**config.mk**
```make
export PLATFORM = sky130hd
export DESIGN_NAME = dtbl_ctrl
export DESIGN_NICKNAME = d
export VERILOG_FILES = /design/src/rtl/dtbl_pkg.sv /design/src/rtl/dtbl_ctrl.sv
export SDC_FILE = /design/constraint.sdc
export NUM_CORES = 1
export LEC_CHECK = 0
export BUFFER_PORTS_ARGS = -buffer_cell sky130_fd_sc_hd__buf_2
export CAP_MARGIN = 10
export CORE_AREA = 2 2 39 41
export CTS_CLUSTER_DIAMETER = 30
export DETAILED_ROUTE_END_ITERATION = 8
export DIE_AREA = 0 0 41 43
export MAX_ROUTING_LAYER = met4
export PLACE_DENSITY_LB_ADDON = 0.25
export SYNTH_ARGS = -nofsm -noshare
export SYNTH_HDL_FRONTEND = slang
export SYNTH_SLANG_ARGS = --single-unit
```
**constraint.sdc**
```tcl
create_clock -name clock -period 1.3 [get_ports clock]
set_input_delay 0.26 -clock clock [delete_from_list [all_inputs] [get_ports clock]]
set_output_delay 0.26 -clock clock [all_outputs]
set_load 0.1 [all_outputs]
```
**src/rtl/dtbl_pkg.sv**
```systemverilog
// ----------------------------------------------------------------------------
// dtbl_pkg
// Widths, register indexes, controller states and command/status types.
// ----------------------------------------------------------------------------
package dtbl_pkg;

   localparam int NOW_W      = 48;
   localparam int OP_W       = 32;
   localparam int BYTE_W     = 40;
   localparam int LANE_W     = 40;
   localparam int CSR_IDX_W  = 2;
   localparam int CSR_DATA_W = 40;

   localparam int NUM_LANES = 2;
   localparam int LANE_OP   = 0;
   localparam int LANE_BYTE = 1;

   // operands are fed to the multipliers in chunks; the chunks also cover now_us
   localparam int MUL_CHUNK_W = 16;
   localparam int MUL_CHUNKS  = 3;
   localparam int MUL_PAD_W   = MUL_CHUNK_W * MUL_CHUNKS;
   localparam int MUL_IDX_W   = $clog2(MUL_CHUNKS);

   localparam logic [CSR_IDX_W-1:0] CSR_OP_REFILL   = 2'd0;
   localparam logic [CSR_IDX_W-1:0] CSR_OP_MAX      = 2'd1;
   localparam logic [CSR_IDX_W-1:0] CSR_BYTE_REFILL = 2'd2;
   localparam logic [CSR_IDX_W-1:0] CSR_BYTE_MAX    = 2'd3;

   typedef enum logic [2:0] {
      ST_IDLE,
      ST_DIVIDE,
      ST_MULTIPLY,
      ST_FILL,
      ST_DECIDE
   } dtbl_state_type;

   typedef struct packed {
      logic                 load;
      logic                 div_start;
      logic                 prep;
      logic                 mul_step;
      logic [MUL_IDX_W-1:0] mul_idx;
      logic                 fill;
      logic                 commit;
   } dtbl_cmd_type;

   typedef struct packed {
      logic due;
      logic bypass;
      logic div_done;
   } dtbl_status_type;

endpackage

```
**src/rtl/dtbl_ctrl.sv**
```systemverilog
// ----------------------------------------------------------------------------
// dtbl_ctrl
// Sequencer: accept, divide, multiply, fill, decide; owns the result valid.
// ----------------------------------------------------------------------------
module dtbl_ctrl (
   input  logic                      clock,
   input  logic                      reset,
   input  logic                      req_valid,
   output logic                      req_ready,
   output logic                      rsp_valid,
   input  logic                      rsp_ready,
   output dtbl_pkg::dtbl_cmd_type    cmd,
   input  dtbl_pkg::dtbl_status_type status
);
   import dtbl_pkg::*;

   dtbl_state_type       state_ff, state_in;
   logic [MUL_IDX_W-1:0] mul_idx_ff, mul_idx_in;
   logic                 rsp_valid_ff, rsp_valid_in;
   logic                 req_fire;
   logic                 out_free;
   logic                 mul_last;

   assign req_fire = req_valid && (state_ff == ST_IDLE);
   assign out_free = !rsp_valid_ff || rsp_ready;
   assign mul_last = mul_idx_ff == MUL_IDX_W'(MUL_CHUNKS - 1);

   // next state
   always_comb begin
      state_in = state_ff;
      unique case (state_ff)
         ST_IDLE: begin
            if (req_fire) begin
               if (!status.bypass && status.due) begin
                  state_in = ST_DIVIDE;
               end else begin
                  state_in = ST_DECIDE;
               end
            end
         end
         ST_DIVIDE: begin
            if (status.div_done) begin
               state_in = ST_MULTIPLY;
            end
         end
         ST_MULTIPLY: begin
            if (mul_last) begin
               state_in = ST_FILL;
            end
         end
         ST_FILL: state_in = ST_DECIDE;
         ST_DECIDE: begin
            if (out_free) begin
               state_in = ST_IDLE;
            end
         end
         default: state_in = ST_IDLE;
      endcase
   end

   // outputs
   always_comb begin
      cmd         = '0;
      cmd.mul_idx = mul_idx_ff;
      req_ready   = 1'b0;
      unique case (state_ff)
         ST_IDLE: begin
            req_ready     = 1'b1;
            cmd.load      = req_fire;
            cmd.div_start = req_fire && !status.bypass && status.due;
         end
         ST_DIVIDE:   cmd.prep     = status.div_done;
         ST_MULTIPLY: cmd.mul_step = 1'b1;
         ST_FILL:     cmd.fill     = 1'b1;
         ST_DECIDE:   cmd.commit   = out_free;
         default: ;
      endcase
   end

   always_comb begin
      mul_idx_in = mul_idx_ff;
      if (cmd.prep) begin
         mul_idx_in = '0;
      end else if (cmd.mul_step) begin
         mul_idx_in = mul_idx_ff + 1'b1;
      end
   end

   always_comb begin
      rsp_valid_in = rsp_valid_ff;
      if (cmd.commit) begin
         rsp_valid_in = 1'b1;
      end else if (rsp_ready) begin
         rsp_valid_in = 1'b0;
      end
   end

   always_ff @(posedge clock) begin
      if (reset) begin
         state_ff     <= ST_IDLE;
         mul_idx_ff   <= '0;
         rsp_valid_ff <= 1'b0;
      end else begin
         state_ff     <= state_in;
         mul_idx_ff   <= mul_idx_in;
         rsp_valid_ff <= rsp_valid_in;
      end
   end

   assign rsp_valid = rsp_valid_ff;

endmodule

```
### After elaboration in Yosys (flattened, before gate mapping)

Cells that the tools add are included.

| word-level totals | value |
|---|---|
| bits in registers | 6 |
| latch bits | 0 |
| bits in writable memories | 0 |
| ROM bits | 0 |
| input port bits | 7 |
| word-level logic and storage cells | 38 |
| memories kept | 0 |

| operators by class | value |
|---|---|
| add/sub/neg operators | 1 |
| multipliers | 0 |
| divide/modulo/power cells | 0 |
| $lt $le $gt $ge | 0 |
| eq/ne operators | 9 |
| shift-type cells | 0 |
| mux-type cells | 14 |
| bitwise gates (word level) | 0 |
| reduce and logical (&&, ||, !) cells | 11 |

Operator list:

| operator | count |
|---|---|
| 2-to-1 mux 3 bit | 5 |
| case mux 3 bit (5 select lines) | 1 |
| != test 2 bit, second input constant | 4 |
| 2-to-1 mux 1 bit | 7 |
| equality test 3 x 2 -> 1 bit, second input constant | 2 |
| logical AND 1 bit | 4 |
| AND reduction 4 bit | 1 |
| equality test 3 x 1 -> 1 bit, second input constant | 1 |
| equality test 3 bit, second input constant | 1 |
| logical NOT 3 bit | 1 |
| adder 2 x 1 -> 2 bit, second input constant | 1 |
| equality test 2 bit, second input constant | 1 |
| logical NOT 1 bit | 2 |
| 2-to-1 mux 2 bit | 1 |
| nonzero test 2 bit | 1 |
| OR reduction 2 bit | 1 |
| logical OR 1 bit | 1 |

### Logic depth before layout (Yosys ltp)

Gate-level depths: netlist of the first run.

| depth | value |
|---|---|
| depth after elaboration | 5 |
| gate-level depth with buffers | 6 |
| mapped depth without buffers | 6 |

### Worst setup path before layout of the first run

Ideal clock, no wire load.

| path | value |
|---|---|
| path kind | reg-to-output |
| start point | register state_ff[0] |
| end point | output port cmd[6] (netlist name) |
| arrival time | 2.996 ns |
| data required time | 1.040 ns |
| path slack | -1.956 ns |
| stages on the path, launching flop included | 5 |
| path buffers | 1 |
| cells stage by stage | dfxtp_1 > buf_2 > or2_1 > nor2_1 > and3_1 |

RTL lines:

| element | line | source |
|---|---|---|
| start, declared | dtbl_ctrl.sv:17 | `dtbl_state_type state_ff, state_in;` |
| start signal, assigned | dtbl_ctrl.sv:104 | `state_ff <= state_in;` |
| end, declared | dtbl_ctrl.sv:12 | `output dtbl_pkg::dtbl_cmd_type cmd,` |

==> impl_results.md, run 1 <==
* Clock tree buffer depth at 2
* Initial Util at 0.299
* Fmax at 638 MHz
* Top-level I/O count at 17
* Slowest stage delay, CP at 370 ps
* Largest family of logic cells by synthesized area: simple AND/OR/NAND/NOR gates
* WL/cell at 12.1 µm
* Final worst-path cycle share at 1.21
* Leading area contributor after synthesis: dfxtp_1
* Synth Area in Compound Gates at 0.181
* Req. time, crit path at 1040 ps
* Antenna violations before repair at 0
* CP endpoint: cmd[6]
* Final wirelength at 1140 µm
* Final hold violations at 0
* Hold buffer count at CTS at 0
* CP arrival at 1310 ps
* Min-delay worst type: in2reg
* Post-synthesis xor/xnor area fraction at 0.0211
* Slowest cell on the critical path: dfxtp_4
* CP Max Fanout at 7
* Fin area at 841 µm²
* Synth top area cells: dfxtp_1 (29%), and3_1 (7.6%), nor2_1 (7.3%), nor3b_4 (4.5%), o41ai_2 (3.9%)
* Critical Path, Cell by Cell: or2_4 -> nor2_4 -> and3_4 -> buf_12
* Full die area at 1760 µm²
* Post-synthesis sequential area ratio at 0.290
* R2R Setup Slk at -90 ps
* Std cell rows at 14
* Yosys cell types at 27
* Fin Setup TNS at -1650 ps
* Synth Instances at 48
* Share of layout cells above drive strength 1 at 0.705
* Status: complete, but fails checks
* Relative slew slack at 0.837
* Leading cell types in the layout, fill and taps excluded: buf_4 (12), buf_12 (10), nor2_1 (6), buf_2 (6), dfxtp_4 (4)
* Worst setup slack after placement at -121 ps
* FF/Latch Area at 138 µm²
* Max cap viols at 0
* Cell Count, Final, Fillers Out at 94
* Crit Path Class: reg2out
* Clk slew on worst S/H paths at 50 ps
* Final Worst Setup Slack at -267 ps
* Top cell type's share of synthesized area at 0.290
* First-pass GRT wire length at 1760 µm
* Violated checks: setup timing
* RSZ-0062 raised after global routing: yes
* Nature of the critical path startpoint: flip-flop
* Vias in the first global route at 423
* CTS Buf Count at 3
* Routed via count at 450
* Syn Nets at 56
* Initial DRC count at 7
* VDD IR max at 609 µV
* CTS sink cnt at 6
* LEAKAGE at 0.349 nW
* Async set-reset flop share out of synthesis at 0
* Number of buffers added on ports at 16
* Core footprint at 1380 µm²
* CTS tree: built
* Die Ht at 43 µm
* Routability cong. at 0.787
* Area of the multi-input gates at 307 µm²
* Cells on worst reg2reg path at 6
* Clock Skew at 9.44 ps
* Multiplexer share of the synthesized area at 0.0514
* Layout Area Growth over Synthesis at 103%
* Routed Antenna Nets at 0
* Commonest non-fill, non-tap cell in the layout: buf_4
* # DRC at 0
* Most used DFF post-synth: dfxtp_1
* Grt ovf at 0
* Crit Reg-Reg Startpoint: mul_idx_ff[0]
* Post-synth EDFFs at 0
* Critical path endpoint category: primary output
* Largest net degree at the start of global routing at 8
* Diodes inserted at 0
* Drt first pass iters at 3
* Max-slew violations at 0
* Via density per instance at 4.79
* Seq cells post-synth at 6
* Synth warnings at 0
* H-tree levels at 1
* Adder-cell share of the synthesized area at 0.0302
* Critical R2R Capture: state_ff[2]
* Nets at 87
* Critical Path Start: state_ff[0]
* Dpl cells at 84
* Root Buffer: clkbuf_4
* Synth Area in Simple Gates at 0.332
* Cell Area, Synth at 414 µm²
* Final setup fails at 10
* DP Area at 733 µm²
* Syn avg cell area at 8.63 µm²
* Clock Latency Late Sink at 250 ps
* Hold Slack at 268 ps
* Total GRT Usage at 0.157
* Worst-Margin Slew at 243 ps
* Fill count at 117
* Die span in x at 41 µm
* Post-route minimum period at 1570 ps
* Pwr per Cell Area at 968 nW/µm²
[per-stage QoR]
step,power [mW],utilization
2_1_floorplan,0.470,-
3_3_place_gp,0.595,0.530
3_5_place_dp,0.598,0.530
4_1_cts,0.818,0.590
5_1_grt,0.857,0.608
6_report,0.814,0.608
[critical path, delay by kind of cell (launching register included)]
family        cells  cell delay, ps
simple gates      3             520
buf+inv           1             170
flops             1             370
[worst min path at each step]
stage,start,cells after the start,to
6_report,reset,2,rsp_valid
5_1_grt,reset,2,rsp_valid
4_1_cts,reset,2,rsp_valid
3_5_place_dp,state_ff[2],2,rsp_valid
3_3_place_gp,state_ff[2],2,rsp_valid
2_1_floorplan,reset,1,rsp_valid
[cell usage after synthesis, types with 2 or more instances]
cell type  n
nor2_1     8
dfxtp_1    6
and3_1     5
nand2_1    3
buf_4      2
inv_1      2
nand2b_1   2
[area by class of cell]
type                            count  area share
Clock buffer                        4      0.0313
Inverter                            2     0.00893
Multi-Input combinational cell     36       0.365
Sequential cell                     6       0.164
Tap cell                           16      0.0238
Timing Repair Buffer               30       0.408
[layer usage]
metal	up-vias	GRT usage	wire length (µm)
met2	12	0.238	592
li1	229	-	-
met4	0	0.0600	38
met3	4	0.0785	55
met5	-	-	0
met1	205	0.168	451
[flip-flops by register name (all words and copies together) (netlist names)]
name        cells
state_ff        3
mul_idx_ff      2
rsp_valid       1
[what timing repair did]
item                       4_1_cts  5_1_grt
buffers inserted                 4        2
gates resized for setup          6        3
setup endpoints to repair        9        9
pin swaps                        3        1
[report_power, final]
group          switching [mW]  total [mW]  internal (mW)
logic                   0.246       0.415          0.169
registers              0.0142       0.208          0.193
clock network          0.0741       0.191          0.117
[cell families (layout without fill, tap and decap cells)]
group           Yosys count  count (layout)
buf+inv                   6              36
flops                     6               6
compound gates            8               8
simple gates             24              24
mux                       2               2
xor+xnor                  1               1
fa+ha+maj                 1               1
(Power assumes the default switching activity.)
==> inputs of run 2 (changes only) <==
==> constraint.sdc (replaced) <==
create_clock -name clock -period 1.3 [get_ports clock]
set_input_delay 0.26 -clock clock [delete_from_list [all_inputs] [get_ports clock]]
set_output_delay 0.26 -clock clock [all_outputs]
set_load 0.01 [all_outputs]
==> run 2 against run 1 <==
  * The run still ends with setup timing left
  * Setup slack improved by 120 ps
  * Combinational power fell by 50%
  * Maximum frequency rose by 8.3%
==> impl_results.md, run 2 (synthesis gave the netlist of run 1 again) <==
* Status: complete, but fails checks
* Violated checks: setup timing
* Largest net degree at the start of global routing at 7 (-1)
* Std cell rows at 14 (unchanged)
* Routed Antenna Nets at 0 (unchanged)
* Antenna violations before repair at 0 (unchanged)
* Nets at 86 (-1.1%)
* RSZ-0062 raised after global routing: yes
* Clock Skew at 11.7 ps (+2.26 ps)
* CTS Buf Count at 3 (unchanged)
* # DRC at 0 (unchanged)
* Final worst-path cycle share at 1.11 (-0.0920)
* Nature of the critical path startpoint: flip-flop
* Routability cong. at 0.777 (-1.3%)
* Number of buffers added on ports at 16 (unchanged)
* VDD IR max at 515 µV (-16%)
* Core footprint at 1380 µm² (unchanged)
* Final Util at 0.531 (-0.0769)
* Die span in x at 41 µm (unchanged)
* Die Ht at 43 µm (unchanged)
* P_sw at 0.176 mW (-47%)
* Initial Util at 0.299 (unchanged)
* Hold Slack at 282 ps (+13.6 ps)
* Via density per instance at 4.73 (-1.2%)
* Total GRT Usage at 0.130 (-0.0268)
* Final hold violations at 0 (unchanged)
* Routed via count at 440 (-2.2%)
* Fin Setup TNS at -670 ps (+983 ps)
* Grt ovf at 0 (unchanged)
* Cell Count, Final, Fillers Out at 93 (-1.1%)
* Fmax at 691 MHz (+8.3%)
* Crit Path Class: reg2out
* Final setup fails at 7 (-3)
* CP Max Fanout at 4 (-3)
* Initial DRC count at 6 (-1)
* Fin area at 734 µm² (-13%)
* Final Worst Setup Slack at -147 ps (+120 ps)
* Vias in the first global route at 379 (-10%)
* Clock Latency Late Sink at 250 ps (about the same)
* Layout Area Growth over Synthesis at 77.3%
* H-tree levels at 1 (unchanged)
* Final wirelength at 988 µm (-13%)
* DP Area at 551 µm² (-25%)
* Post-DP HPWL at 701 µm
* Dpl cells at 83 (-1.2%)
* Worst-Margin Slew at 230 ps (-13.5 ps)
* Req. time, crit path at 1040 ps (about the same)
* Clk slew on worst S/H paths at 40 ps (about the same)
* CP arrival at 1190 ps (-120 ps)
* Commonest non-fill, non-tap cell in the layout: buf_2
* Int Power at 0.427 mW (-11%)
* Top-level I/O count at 17 (unchanged)
* Switching share of power at 0.291 (-0.120)
* Largest register FFs at 3 (unchanged)
* Drt first pass iters at 4 (+1)
* Fill count at 140 (+20%)
* Max cap viols at 0 (unchanged)
* Share of layout cells above drive strength 1 at 0.688 (-0.0168)
* CTS sink cnt at 6 (unchanged)
* LEAKAGE at 0.317 nW (-9.2%)
* Full die area at 1760 µm² (unchanged)
* Clock share of power at 0.315 (+0.081)
* Total power draw at 0.603 mW (-26%)
* WL/cell at 10.6 µm (-12%)
* Clock tree buffer depth at 2 (unchanged)
* Relative slew slack at 0.845 (+0.00768)
* CTS tree: built
* Pwr per Cell Area at 821 nW/µm² (-15%)
* Root Buffer: clkbuf_4
* Min-delay worst type: in2reg
* Max-slew violations at 0 (unchanged)
* Flop pwr share at 0.337 (+0.082)
* Hold buffer count at CTS at 0 (unchanged)
* Combinational share of power at 0.347 (-0.163)
* Diodes inserted at 0 (unchanged)
* Worst setup slack after placement at -116 ps (+5.75 ps)
* First-pass GRT wire length at 1460 µm (-17%)
* Most flops, register: state_ff
* Leading cell types in the layout, fill and taps excluded: buf_2 (11), buf_4 (10), buf_6 (8)
* Post-route minimum period at 1450 ps (-120 ps)
* Critical path endpoint category: primary output
run 2: changes by cell type in the layout (fill, tap and decap cells not counted), sizes merged:
cell,before,now
buf,30,29
run 2: path summary, 6_finish.rpt:
check                 from            end  slack (ps)  cells after the start
max reg2reg  mul_idx_ff[0]    state_ff[2]         -80                      6
min reg2reg    state_ff[2]      rsp_valid         520                      2
max            state_ff[1]         cmd[5]        -150                      4
min                  reset  mul_idx_ff[1]         280                      2
run 2: worst max-delay path, cell delays in order (launching register included):
cell and delay [ps]:
dfxtp_4 350, buf_4 130, nand3b_1 190, nor2_2 130, buf_2 150
run 2: power by group through the flow:
stage	clock network, mW	logic, mW	registers (mW)
finish	0.190	0.209	0.203
global route	0.209	0.227	0.205
CTS	0.198	0.159	0.202
detailed placement	0	0.144	0.208
global placement	0	0.144	0.208
floorplan	0	0.104	0.208
run 2: area by class of cell:
class                           count  area [µm²]  area share
Multi-Input combinational cell     36         325       0.443
Sequential cell                     6         135       0.184
Clock buffer                        4        26.3      0.0358
Tap cell                           16        20.0      0.0273
Inverter                            2        7.51      0.0102
Timing Repair Buffer               29         220       0.300
run 2: repair_timing:
action / 4_1_cts / 5_1_grt
resized for setup: 6 / 19
endpoints found under the hold margin: 0 / 0
setup endpoints to repair: 8 / 9
setup buffers: 3 / 3
pin swaps: 4 / 6
run 2: metal layers:
| metal | global-route usage | wire length [µm] | vias up |
|---|---|---|---|
| li1 | - | - | 227 |
| met1 | 0.142 | 437 | 198 |
| met2 | 0.191 | 481 | 11 |
| met3 | 0.0942 | 53 | 4 |
| met4 | 0.0200 | 15 | 0 |
| met5 | - | 0 | - |
